<file path="config.mk">
export PLATFORM = sky130hd
export DESIGN_NAME = buzzer_note_decoder
export DESIGN_NICKNAME = d
export VERILOG_FILES = /design/src/design/buzz_pkg.sv /design/src/design/buzzer_note_decoder.sv
export SDC_FILE = /design/constraint.sdc
export NUM_CORES = 1
export LEC_CHECK = 0
export ABC_AREA = 1
export BUFFER_PORTS_ARGS = -buffer_cell sky130_fd_sc_hd__buf_4
export CORE_MARGIN = 1
export CORE_UTILIZATION = 50
export CTS_CLUSTER_SIZE = 20
export DETAILED_ROUTE_END_ITERATION = 10
export PLACE_DENSITY = 0.72
export SYNTH_ARGS = -nofsm -noshare
export SYNTH_HDL_FRONTEND = slang
export SYNTH_SLANG_ARGS = --single-unit
</file>
<file path="constraint.sdc">
create_clock -name clock -period 12.1 [get_ports clock]
set_clock_uncertainty 0.15 [all_clocks]
set_input_delay 0.605 -clock clock [delete_from_list [all_inputs] [get_ports clock]]
set_output_delay 0.605 -clock clock [all_outputs]
set_load 0.02 [all_outputs]
</file>
<file path="src/design/buzz_pkg.sv">
package buzz_pkg;

   localparam int unsigned FreqW   = 13;
   localparam int unsigned MsW     = 12;
   localparam int unsigned WorkW   = 17;
   localparam logic [FreqW-1:0] FreqMax = 13'd8191;

   // x * 205 >> 11 equals x / 10 for every 8-bit x
   localparam logic [15:0] Recip10 = 16'd205;
   localparam int unsigned Recip10Shift = 11;

   localparam logic [2:0] DivMax = 3'd6;

   localparam logic [3:0] RegLow  = 4'd1;
   localparam logic [3:0] RegHigh = 4'd3;

   localparam logic [0:0] CsrKeyShift    = 1'b0;
   localparam logic [0:0] CsrOctaveShift = 1'b1;

   typedef struct packed {
      logic [1:0] hund;
      logic [3:0] tens;
      logic [3:0] ones;
   } digits_type;

   function automatic digits_type split_digits(input logic [7:0] x);
      logic [15:0] prod;
      logic [4:0]  q;
      logic [7:0]  qx10;
      digits_type  d;
      prod = 16'(x) * Recip10;
      q    = prod[Recip10Shift+4:Recip10Shift];
      qx10 = 8'(q) * 8'd10;
      d.ones = 4'(x - qx10);
      if (q >= 5'd20) begin
         d.hund = 2'd2;
         d.tens = 4'(q - 5'd20);
      end else if (q >= 5'd10) begin
         d.hund = 2'd1;
         d.tens = 4'(q - 5'd10);
      end else begin
         d.hund = 2'd0;
         d.tens = q[3:0];
      end
      return d;
   endfunction

   function automatic logic [8:0] base_freq(input logic [3:0] idx);
      logic [8:0] f;
      case (idx)
         4'd0:    f = 9'd262;
         4'd1:    f = 9'd277;
         4'd2:    f = 9'd294;
         4'd3:    f = 9'd311;
         4'd4:    f = 9'd330;
         4'd5:    f = 9'd349;
         4'd6:    f = 9'd369;
         4'd7:    f = 9'd392;
         4'd8:    f = 9'd415;
         4'd9:    f = 9'd440;
         4'd10:   f = 9'd466;
         4'd11:   f = 9'd494;
         default: f = 9'd262;
      endcase
      return f;
   endfunction

   // semitone of scale degrees 1..7; other codes are rests and never used
   function automatic logic [3:0] degree_semi(input logic [3:0] deg);
      logic [3:0] s;
      case (deg)
         4'd1:    s = 4'd0;
         4'd2:    s = 4'd2;
         4'd3:    s = 4'd4;
         4'd4:    s = 4'd5;
         4'd5:    s = 4'd7;
         4'd6:    s = 4'd9;
         4'd7:    s = 4'd11;
         default: s = 4'd0;
      endcase
      return s;
   endfunction

   // whole note 1600 ms >> n, optionally dotted (x3/2, truncated)
   function automatic logic [MsW-1:0] note_ms(input logic dotted, input logic [2:0] n);
      logic [MsW-1:0] len;
      case ({dotted, n})
         4'b0_000: len = 12'd1600;
         4'b0_001: len = 12'd800;
         4'b0_010: len = 12'd400;
         4'b0_011: len = 12'd200;
         4'b0_100: len = 12'd100;
         4'b0_101: len = 12'd50;
         4'b0_110: len = 12'd25;
         4'b1_000: len = 12'd2400;
         4'b1_001: len = 12'd1200;
         4'b1_010: len = 12'd600;
         4'b1_011: len = 12'd300;
         4'b1_100: len = 12'd150;
         4'b1_101: len = 12'd75;
         4'b1_110: len = 12'd37;
         default:  len = 12'd25;
      endcase
      return len;
   endfunction

   // staccato sounding time: note length * 4 / 5, truncated
   function automatic logic [MsW-1:0] stacc_len(input logic dotted, input logic [2:0] n);
      logic [MsW-1:0] len;
      case ({dotted, n})
         4'b0_000: len = 12'd1280;
         4'b0_001: len = 12'd640;
         4'b0_010: len = 12'd320;
         4'b0_011: len = 12'd160;
         4'b0_100: len = 12'd80;
         4'b0_101: len = 12'd40;
         4'b0_110: len = 12'd20;
         4'b1_000: len = 12'd1920;
         4'b1_001: len = 12'd960;
         4'b1_010: len = 12'd480;
         4'b1_011: len = 12'd240;
         4'b1_100: len = 12'd120;
         4'b1_101: len = 12'd60;
         4'b1_110: len = 12'd29;
         default:  len = 12'd20;
      endcase
      return len;
   endfunction

endpackage

</file>
<file path="src/design/buzzer_note_decoder.sv">
// Note decoder for a buzzer: turns one note of numbered notation into a
// frequency and its sounding and silent times.
//
// req_ channel: one note per transfer, tdata = {length_code, tone_code}.
// rsp_ channel: one result per note, tdata = {silence_ms, sound_ms,
//    tone_freq_hz}, padded with zeros to 40 bits.
// csr_ channel: register writes (0 key_shift, 1 octave_shift), always
//    ready; write only while no note is in flight.
//
// rsp_tvalid rises after a req transfer once the note has passed the input
// register, one pass of digit split, table lookup and shifts, and then the
// result register. Throughput is one note per cycle while rsp_tready is high;
// both registers advance together and req_tready stays high while any stage
// is free. When rsp_tready is low the result holds, the input register fills,
// and then req_tready drops until the result is taken.
// Reset (synchronous) empties both stages and loads key_shift = 2,
// octave_shift = +1.
module buzzer_note_decoder (
   input  logic        clock,
   input  logic        reset,
   input  logic        req_tvalid,
   output logic        req_tready,
   input  logic [15:0] req_tdata,   // [7:0] tone_code, [15:8] length_code
   output logic        rsp_tvalid,
   input  logic        rsp_tready,
   output logic [39:0] rsp_tdata,   // [12:0] tone_freq_hz, [24:13] sound_ms,
                                    // [36:25] silence_ms, [39:37] zero
   input  logic        csr_valid,
   output logic        csr_ready,
   input  logic [0:0]  csr_index,
   input  logic [3:0]  csr_data
);

   localparam int unsigned FW = buzz_pkg::FreqW;
   localparam int unsigned MW = buzz_pkg::MsW;
   localparam int unsigned WW = buzz_pkg::WorkW;

   logic [3:0]    key_ff, key_in;
   logic [2:0]    oct_ff, oct_in;

   logic          in_valid_ff, in_valid_in;
   logic [7:0]    tone_ff, tone_in;
   logic [7:0]    len_ff, len_in;

   logic          out_valid_ff, out_valid_in;
   logic [FW-1:0] freq_ff, freq_in;
   logic [MW-1:0] sound_ff, sound_in;
   logic [MW-1:0] silence_ff, silence_in;

   logic          advance;

   buzz_pkg::digits_type tone_d, len_d;
   logic          rest;
   logic [4:0]    p_sum;
   logic          sharp_wrap;
   logic [3:0]    p_mod;
   logic [4:0]    j_sum;
   logic [1:0]    key_wrap;
   logic [3:0]    j_mod;
   logic [WW-1:0] f_key, f_oct, f_sharp, f_reg;
   logic [2:0]    oct_mag;
   logic [2:0]    div_n;
   logic          dotted;
   logic [MW-1:0] full_len, play_len;

   assign advance    = !out_valid_ff || rsp_tready;
   assign req_tready = !in_valid_ff || advance;
   assign csr_ready  = 1'b1;

   assign rsp_tvalid = out_valid_ff;
   assign rsp_tdata  = {3'b000, silence_ff, sound_ff, freq_ff};

   always_comb begin
      key_in = key_ff;
      oct_in = oct_ff;
      if (csr_valid) begin
         case (csr_index)
            buzz_pkg::CsrKeyShift:    key_in = csr_data;
            buzz_pkg::CsrOctaveShift: oct_in = csr_data[2:0];
            default: ;
         endcase
      end
   end

   always_comb begin
      in_valid_in = in_valid_ff;
      tone_in     = tone_ff;
      len_in      = len_ff;
      if (req_tready) begin
         in_valid_in = req_tvalid;
         tone_in     = req_tdata[7:0];
         len_in      = req_tdata[15:8];
      end
   end

   // decode of the registered note
   always_comb begin
      tone_d = buzz_pkg::split_digits(tone_ff);
      len_d  = buzz_pkg::split_digits(len_ff);
      rest   = (tone_d.ones == 4'd0) || (tone_d.ones > 4'd7);

      // semitone, sharp wrap, then key shift wrap (up to two octaves)
      p_sum      = 5'(buzz_pkg::degree_semi(tone_d.ones)) + 5'(tone_d.hund);
      sharp_wrap = (p_sum >= 5'd12);
      p_mod      = sharp_wrap ? 4'(p_sum - 5'd12) : p_sum[3:0];
      j_sum      = 5'(p_mod) + 5'(key_ff);
      if (j_sum >= 5'd24) begin
         key_wrap = 2'd2;
         j_mod    = 4'(j_sum - 5'd24);
      end else if (j_sum >= 5'd12) begin
         key_wrap = 2'd1;
         j_mod    = 4'(j_sum - 5'd12);
      end else begin
         key_wrap = 2'd0;
         j_mod    = j_sum[3:0];
      end
      f_key = WW'(buzz_pkg::base_freq(j_mod)) << key_wrap;

      // negative octave shift truncates before any later doubling
      oct_mag = 3'(-oct_ff);
      if (oct_ff[2])
         f_oct = f_key >> oct_mag;
      else
         f_oct = f_key << oct_ff[1:0];

      f_sharp = f_oct << sharp_wrap;
      if (tone_d.tens == buzz_pkg::RegLow)
         f_reg = f_sharp >> 1;
      else if (tone_d.tens == buzz_pkg::RegHigh)
         f_reg = f_sharp << 1;
      else
         f_reg = f_sharp;

      if (rest)
         freq_in = '0;
      else if (|f_reg[WW-1:FW])
         freq_in = buzz_pkg::FreqMax;
      else
         freq_in = f_reg[FW-1:0];

      div_n    = (len_d.ones > 4'(buzz_pkg::DivMax)) ? buzz_pkg::DivMax : len_d.ones[2:0];
      dotted   = (len_d.hund == 2'd1);
      full_len = buzz_pkg::note_ms(dotted, div_n);
      play_len = (len_d.tens == 4'd0) ? buzz_pkg::stacc_len(dotted, div_n) : full_len;
      sound_in   = rest ? '0 : play_len;
      silence_in = full_len - sound_in;
   end

   assign out_valid_in = advance ? in_valid_ff : out_valid_ff;

   always_ff @(posedge clock) begin
      if (reset) begin
         key_ff       <= 4'd2;
         oct_ff       <= 3'd1;
         in_valid_ff  <= 1'b0;
         out_valid_ff <= 1'b0;
      end else begin
         key_ff       <= key_in;
         oct_ff       <= oct_in;
         in_valid_ff  <= in_valid_in;
         out_valid_ff <= out_valid_in;
      end
   end

   always_ff @(posedge clock) begin
      tone_ff <= tone_in;
      len_ff  <= len_in;
      if (advance) begin
         freq_ff    <= freq_in;
         sound_ff   <= sound_in;
         silence_ff <= silence_in;
      end
   end

endmodule
</file>
==> flow_summary.yaml, run 1 <==
logic_synthesis:
  synth-seq-cells: 62
  syn_inst: 1083
  ys.warnings.count: 0
  synth-edff-count: 53
  synthDistinctLibCells: 45
  synth_flop_cell: "edfxtp_1"
  synth.cell_area_um2: 8026
  postSynthAreaPerCell_um2: 7.411
  ys_seq_area_share_pct: 22.07
  synthArstFlopShare_pct: 0
critical_path:
  startpoint_type: "flip-flop"
  critical-path-slowest-cell: "fa_1"
  arrival_ns: 9.80
  criticalPathCategory: "flip-flop to flip-flop"
  rrSetupSlack_ns: 2.23
  rr_startpoint: "tone_ff[2]$_DFFE_PP_"
  cpMostUsedCell: "nand2_1"
  r2r_end: "freq_ff[9]$_SDFFCE_PN0P_"
  slowest_delay_ns: 0.55
  crit_required_ns: 12.03
  cp-end-kind: "flip-flop"
  ff2ff_path_depth: 57
  critPathMaxFanout: 19
global_routing:
  grt_pass1_vias: 6723
  grt_max_degree: 39
  overflow: 0
  grt_usage_pct: 22.95
  antenna_found_initial: 0
  grt_pass1_wl_um: 30250
detailed_routing:
  drc: 0
  wl_per_cell_um: 13.07
  avgViaCountPerCell: 5.167
  drt_iter0_markers: 425
  drtAntennaViolNets: 0
  routed_wl_um: 17780
  drt_pass1_iterations: 5
  num_vias: 7032
clock_tree:
  path_clk_slew_ns: 0.06
  cts_buffers: 9
  cts_root_buf: "clkbuf_16"
  tritoncts: "done"
  clock_sinks: 62
  ctsHoldBuffers: 0
  clockBufferDepth: 2
  cts_setup_buffers: 0
  post_cts_resized: 0
  insertion_delay_ns: 0.35
  htreeDepth: 3
final_layout:
  final_layout_size_suffix_gt1_share_pct: 13.57
  multi_input_area_um2: 5443
  seq_area_um2: 1772
  diodes: 0
  finalNetCount: 1327
  area_growth_pct: 12.28
  fillCellCount: 1457
sta:
  tightest_slew_ns: 0.8234
  report.final.slew_viol_count: 0
  rsz0062_at_grt: "false"
  setup_viol: 0
  relSlewSlack_pct: 44.90
  final.period_utilization_pct: 81.55
  hold_viol: 0
  min_period_ns: 9.868
  finalSetupTns_ns: 0
  fmax_ghz: 0.1013
die:
  die-area_um2: 16560
  pin_count: 69
  fp.coreArea_um2: 15430
  start_util_pct: 52.03
  die_h_um: 128.7
  rows: 45
  die_w_um: 128.7
worst_hold_path:
  min_path_type: "primary input to flip-flop"
  min_from: "req_tdata[8]"
  whs_path_depth: 1
  min_to: "len_ff[0]$_DFFE_PP_"
outcome:
  outcome: "finished clean"
place:
  gp_congestion: 0.9086
  port-buffer-count: 64
  dp_hpwl_um: 14290
flow_run:
  drv_cap: 0
sequential cells by signal, indices dropped and copies added, names as in the netlist:
register	flops
len_ff	8
key_ff	4
freq_ff	13
rsp_tvalid	1
tone_ff	8
oct_ff	3
in_valid_ff	1
sound_ff	12
silence_ff	12
cells in the final DEF, fill, tap and decap left out, types with 2 or more instances in the layout:
| cell type | count |
|---|---|
| a21oi_1 | 36 |
| nor2_2 | 7 |
| inv_2 | 13 |
| o211ai_1 | 7 |
| nand4_1 | 16 |
| or2_2 | 3 |
| bufinv_16 | 2 |
| xnor2_2 | 2 |
| nand2_2 | 19 |
| clkbuf_16 | 9 |
| inv_6 | 3 |
| nand3b_1 | 3 |
| o21ai_1 | 7 |
| buf_4 | 66 |
| xor2_2 | 3 |
| o21bai_1 | 3 |
| conb_1 | 4 |
| inv_1 | 169 |
| xor2_1 | 13 |
| edfxtp_1 | 53 |
| nor2_8 | 3 |
| nand3_2 | 8 |
| nand3_1 | 146 |
| nor2_4 | 3 |
| a21o_1 | 2 |
| nand2_1 | 239 |
| o21ai_0 | 24 |
| ha_1 | 129 |
| a21oi_2 | 4 |
| nor2_1 | 89 |
| fa_1 | 27 |
| a31oi_1 | 2 |
| inv_4 | 2 |
| xnor2_1 | 6 |
| and2_1 | 2 |
| dfxtp_1 | 9 |
| clkinv_1 | 4 |
| nand2_4 | 4 |
how the worst max path moves through the flow:
stage	startpoint	to	slack, ns
5_1_grt	tone_ff[2]$_DFFE_PP_	freq_ff[10]$_SDFFCE_PN0P_	1.29
3_5_place_dp	tone_ff[2]$_DFFE_PP_	freq_ff[4]$_SDFFCE_PN0P_	2.31
4_1_cts	tone_ff[2]$_DFFE_PP_	freq_ff[4]$_SDFFCE_PN0P_	2.28
6_report	tone_ff[2]$_DFFE_PP_	freq_ff[9]$_SDFFCE_PN0P_	2.23
2_1_floorplan	tone_ff[2]$_DFFE_PP_	freq_ff[2]$_SDFFCE_PN0P_	3.18
3_3_place_gp	tone_ff[2]$_DFFE_PP_	freq_ff[4]$_SDFFCE_PN0P_	2.48
cells in the mapped netlist, types with 8 or more instances:
master	n	area (um2)
fa_1	27	540.5
ha_1	129	1614
nand4_1	16	100.1
nand3_2	8	80.08
inv_1	169	634.4
o21ai_0	24	120.1
nor2_1	89	334.1
nand2_2	19	118.9
inv_2	13	48.80
nand3_1	146	730.7
a21oi_1	36	180.2
edfxtp_1	53	1592
nand2_1	239	897.1
dfxtp_1	9	180.2
xor2_1	13	113.9
cells by family after synthesis:
logic type | share of synthesized area, %
fa+ha+maj | 26.84
buf+inv | 10.21
xor+xnor | 3.087
flops | 22.07
simple gates | 31.36
compound gates | 6.329
other cells | 0.09357
layer usage:
metal	part of all wire, %	up-vias	global-route usage [%]
met5	0	-	0
met4	1.6	0	7.059
met3	3.9	28	4.116
met2	47	151	39.78
met1	47	3203	29.01
li1	-	3650	-
cell type report:
cell class	count	share of cell area, %
multi-input combinational	818	60.39
sequential	62	19.66
inverter	188	7.886
timing repair buffer	66	5.498
tap	211	2.929
clock buffer	9	2.499
clock inverter	7	1.138
critical path, delay by kind of cell, from the launching register on:
family          cells  cell delay (ns)
fa+ha+maj          12             4.14
simple gates       34             3.37
buf+inv             7             0.65
compound gates      2             0.27
xor+xnor            2             0.53
flops               1             0.48
per-stage QoR:
| step | hold WS (ns) | util (%) | cell area, um2 | worst slack, ns | cells |
|---|---|---|---|---|---|
| 4_1_cts | 0.2686 | 58.42 | 9012 | 2.279 | 1361 |
| 3_5_place_dp | 0.3108 | 56.29 | 8685 | 2.307 | 1345 |
| 6_report | 0.2781 | 58.42 | 9012 | 2.232 | 1361 |
| 3_3_place_gp | 0.2890 | 56.29 | 8685 | 2.484 | 1345 |
| 5_1_grt | 0.2717 | 58.42 | 9012 | 1.291 | 1361 |
| 2_1_floorplan | 0.2742 | - | 8034 | 3.184 | 1085 |
Power of run 1 is left out: the tool's default activity adds up to more than one toggle a clock period on the data nets, which glitch-free logic cannot reach.
==> inputs of run 2 (changes only) <==
--- a/config.mk
+++ b/config.mk
@@ -11,7 +11,7 @@
 export CORE_UTILIZATION = 50
 export CTS_CLUSTER_SIZE = 20
 export DETAILED_ROUTE_END_ITERATION = 10
-export PLACE_DENSITY = 0.72
+export PLACE_DENSITY = 0.74
 export SYNTH_ARGS = -nofsm -noshare
 export SYNTH_HDL_FRONTEND = slang
 export SYNTH_SLANG_ARGS = --single-unit
==> constraint.sdc (replaced) <==
create_clock -name clock -period 8.2 [get_ports clock]
set_clock_uncertainty 0.15 [all_clocks]
set_input_delay 0.41 -clock clock [delete_from_list [all_inputs] [get_ports clock]]
set_output_delay 0.41 -clock clock [all_outputs]
set_load 0.02 [all_outputs]
==> flow_summary.yaml, run 2 (synthesis gave the netlist of run 1 again) <==
critical_path:
  worst-path-buf-inv: 14
  startpoint_type: "flip-flop"
  cp-end-kind: "flip-flop"
  critPathMaxFanout: 5
  critical-path-slowest-cell: "fa_1"
  crit_required_ns: 8.14
  slowest_delay_ns: 0.54
  arrival_ns: 8.90
  cpMostUsedCell: "buf_4"
  cp_top_family: "simple AND/OR/NAND/NOR gates"
  criticalPathCategory: "flip-flop to flip-flop"
global_routing:
  overflow: 0
  grt.busiest_layer: "met2"
  use_met3_pct: 4.116
  grt_use_met1_pct: 30.64
  gr-usage-met2_pct: 44.55
  antenna_found_initial: 0
  grt_usage_pct: 25.17
  grt_max_degree: 39
  grt_pass1_vias: 7403
  grt_pass1_wl_um: 33120
detailed_routing:
  drtAntennaViolNets: 0
  num_vias: 7908
  drc: 0
  drt_iter0_markers: 571
  routed_wl_um: 21240
  wl_per_cell_um: 14.13
  avgViaCountPerCell: 5.261
  drt_pass1_iterations: 9
place:
  dp_hpwl_um: 14980
  place_area_um2: 9682
  gp_congestion: 0.9483
  port-buffer-count: 64
  dp.cells: 1444
sta:
  relSlewSlack_pct: 34.73
  fmax_ghz: 0.1115
  finalSetupTns_ns: -9.235
  setup_viol: 13
  min_period_ns: 8.966
  report.final.slew_viol_count: 0
  hold_viol: 0
  tightest_slew_ns: 0.9754
  final.period_utilization_pct: 109.3
  rsz0062_at_grt: "true"
  setup_ws_ns: -0.7661
final_layout:
  final_cell_mix: "buf_4, nand2_1, inv_1"
  layoutNonFillerInstCount: 1503
  finalInstanceArea_um2: 11100
  largest_reg_flops: 13
  finalNetCount: 1469
  final_common_cell: "buf_4"
  reg.largest.list: "freq_ff x13, silence_ff x12, sound_ff x12"
  regMostFlops: "freq_ff"
  fillCellCount: 1149
  multi_input_area_um2: 6441
  diodes: 0
  final_layout_size_suffix_gt1_share_pct: 35.84
  seq_area_um2: 1772
  area_growth_pct: 38.35
clock_tree:
  insertion_delay_ns: 0.35
  path_clk_slew_ns: 0.06
  cts_root_buf: "clkbuf_16"
  htreeDepth: 3
  ctsHoldBuffers: 0
  cts_buffers: 9
  clockBufferDepth: 2
  clock_sinks: 62
  tritoncts: "done"
die:
  pin_count: 69
  fp.coreArea_um2: 15430
  die-area_um2: 16560
  start_util_pct: 52.03
  rows: 45
  die_w_um: 128.7
  die_h_um: 128.7
outcome:
  outcome: "finished with violations"
  violations: "negative setup slack"
flow_run:
  drv_cap: 0
worst_hold_path:
  min_path_type: "primary input to flip-flop"
-- run 2: changes by cell type in the layout (fill, tap and decap cells not counted), sizes merged --
cell | before | now
nor2 | 102 | 104
clkinvlp | 0 | 1
clkinv | 5 | 4
buf | 66 | 206
-- run 2: layout make-up --
| cell class | count | area share [%] |
|---|---|---|
| multi-input combinational | 820 | 58.01 |
| timing repair buffer | 206 | 14.20 |
| sequential | 62 | 15.95 |
| inverter | 188 | 6.490 |
| clock buffer | 9 | 2.028 |
| clock inverter | 7 | 0.9465 |
| tap | 211 | 2.377 |
-- run 2: repair_timing --
action,4_1_cts,5_1_grt
gates resized for setup,69,101
gates cloned,2,0
endpoints found under the setup margin,13,18
buffers inserted,22,19
pin swaps,51,75
-- run 2: worst paths after layout --
path / start / end / slack, ns / cells after the start
hold / removal: req_tdata[7] / tone_ff[7]$_DFFE_PP_ / 0.08 / 1
setup reg to reg: tone_ff[1]$_DFFE_PP_ / freq_ff[4]$_SDFFCE_PN0P_ / -0.77 / 61
hold reg to reg: in_valid_ff$_SDFFE_PP0P_ / rsp_tvalid$_SDFFE_PP0P_ / 0.32 / 2
setup / recovery: tone_ff[1]$_DFFE_PP_ / freq_ff[4]$_SDFFCE_PN0P_ / -0.77 / 61
-- run 2: metrics by stage --
step                      worst slack [ns]  utilization (%)  hold WS, ns
final                              -0.7661            71.98      0.08327
after global routing                -1.200            71.98      0.08113
after CTS                          -0.4868            68.00      0.07907
after detailed placement           -0.5609            62.76       0.3045
after global placement             -0.3855            62.76       0.2879
after floorplan                    -0.3024                -       0.2742
-- run 2: per-layer routing --
layer / vias up / part of all wire (%)
met4: 0 / 3.2
met3: 62 / 5.1
li1: 3934 / -
met1: 3633 / 41
met5: - / 0
met2: 279 / 50
Power of run 2 is left out for the same reason.
==> inputs of run 3 (changes only) <==
--- a/config.mk
+++ b/config.mk
@@ -8,10 +8,10 @@
 export ABC_AREA = 1
 export BUFFER_PORTS_ARGS = -buffer_cell sky130_fd_sc_hd__buf_4
 export CORE_MARGIN = 1
-export CORE_UTILIZATION = 50
+export CORE_UTILIZATION = 30
 export CTS_CLUSTER_SIZE = 20
 export DETAILED_ROUTE_END_ITERATION = 10
-export PLACE_DENSITY = 0.74
+export PLACE_DENSITY = 0.5
 export SYNTH_ARGS = -nofsm -noshare
 export SYNTH_HDL_FRONTEND = slang
 export SYNTH_SLANG_ARGS = --single-unit
==> flow_summary.yaml, run 3 (synthesis gave the netlist of run 1 again) <==
sta:
  report.final.slew_viol_count: 0
  setup_ws_ns: -0.5155
  worst_hold_slack_ns: 0.09619
  final.period_utilization_pct: 106.3
  tightest_slew_ns: 0.9487
  hold_viol: 0
  setup_viol: 13
  rsz0062_at_grt: "true"
  min_period_ns: 8.715
  relSlewSlack_pct: 36.53
  fmax_ghz: 0.1147
die:
  fp.coreArea_um2: 26130
  pin_count: 69
  start_util_pct: 30.71
  rows: 59
  die_h_um: 165.6
  die_w_um: 165.6
  die-area_um2: 27410
place:
  port-buffer-count: 64
  gp_congestion: 0.8389
  dp_hpwl_um: 16150
  place_area_um2: 9869
critical_path:
  criticalPathCategory: "flip-flop to flip-flop"
  critical-path-slowest-cell: "fa_1"
  cp-end-kind: "flip-flop"
  arrival_ns: 8.64
  critPathMaxFanout: 5
  cp_top_family: "adder cells"
  startpoint_type: "flip-flop"
  cpMostUsedCell: "nand2_2"
  crit_required_ns: 8.12
  slowest_delay_ns: 0.51
  worst-path-buf-inv: 11
clock_tree:
  clockBufferDepth: 2
  clock_sinks: 62
  cts_root_buf: "clkbuf_16"
  tritoncts: "done"
  insertion_delay_ns: 0.35
  path_clk_slew_ns: 0.06
  cts_buffers: 9
  htreeDepth: 3
detailed_routing:
  drt_iter0_markers: 317
  drc: 14
  routed_wl_um: 20590
  drt_pass1_iterations: 8
  wl_per_cell_um: 12.62
  avgViaCountPerCell: 4.587
  drtAntennaViolNets: 0
  num_vias: 7481
global_routing:
  antenna_found_initial: 0
  overflow: 0
  grt_usage_pct: 15.49
  grt_pass1_vias: 7335
  grt_pass1_wl_um: 33920
  grt_max_degree: 39
worst_hold_path:
  min_path_type: "primary input to flip-flop"
outcome:
  violations: "design-rule violations, negative setup slack"
  outcome: "finished with violations"
flow_run:
  drv_cap: 0
final_layout:
  area_growth_pct: 40.44
  largest_reg_flops: 13
  reg.largest.list: "freq_ff x13, silence_ff x12, sound_ff x12"
  final_cell_mix: "buf_4, nand2_1, inv_1"
  regMostFlops: "freq_ff"
  final_common_cell: "buf_4"
  finalInstanceArea_um2: 11270
  final_layout_size_suffix_gt1_share_pct: 37.19
  diodes: 0
  finalNetCount: 1473
==> run 3: metrics by stage <==
step           setup TNS, ns  cells  utilization [%]  setup slack [ns]
2_1_floorplan         -3.733   1085                -           -0.3024
3_3_place_gp          -5.650   1572            37.77           -0.4830
3_5_place_dp          -8.515   1572            37.77           -0.7079
4_1_cts               -6.308   1615            41.52           -0.5084
5_1_grt               -12.91   1631            43.13            -1.032
6_report              -6.213   1631            43.13           -0.5155
==> run 3: area by class of cell <==
type	count	area, um2
clock buffer	10	229.0
fill	2677	14860
clock inverter	6	62.56
multi-input combinational	820	6444
tap	335	419.2
sequential	62	1772
timing repair buffer	210	1620
inverter	188	725.7
==> run 3: routing by layer <==
metal | global-route usage (%) | wire length [um] | vias up
met5 | 0 | 0 | -
met2 | 26.31 | 9735 | 106
met3 | 2.323 | 536 | 15
met1 | 20.54 | 10130 | 3407
met4 | 3.471 | 184 | 0
li1 | - | - | 3953
==> run 3: worst register-to-register path, delay by kind of cell, from the launching register on <==
kind | cells | cell delay [ns]
adder cells (fa/ha/maj) | 11 | 3.31
flip-flops | 1 | 0.45
XOR/XNOR | 1 | 0.12
AO/OA/AOI/OAI | 5 | 0.61
AND/OR/NAND/NOR | 30 | 2.77
buffers and inverters | 11 | 1.04
==> run 3: worst paths after layout <==
check             cells after the start  slack, ns                        to                      from
setup / recovery                     58      -0.52  freq_ff[5]$_SDFFCE_PN0P_      tone_ff[6]$_DFFE_PP_
hold / removal                        1        0.1       len_ff[5]$_DFFE_PP_             req_tdata[13]
setup reg to reg                     58      -0.52  freq_ff[5]$_SDFFCE_PN0P_      tone_ff[6]$_DFFE_PP_
hold reg to reg                       2       0.31   rsp_tvalid$_SDFFE_PP0P_  in_valid_ff$_SDFFE_PP0P_
==> run 3: what timing repair did <==
item	CTS	global route
buffers inserted	25	16
hold buffers	0	0
endpoints found under the setup margin	14	18
pin swaps	99	83
gates resized for setup	108	66
cloned	2	0
Power of run 3 is left out for the same reason.
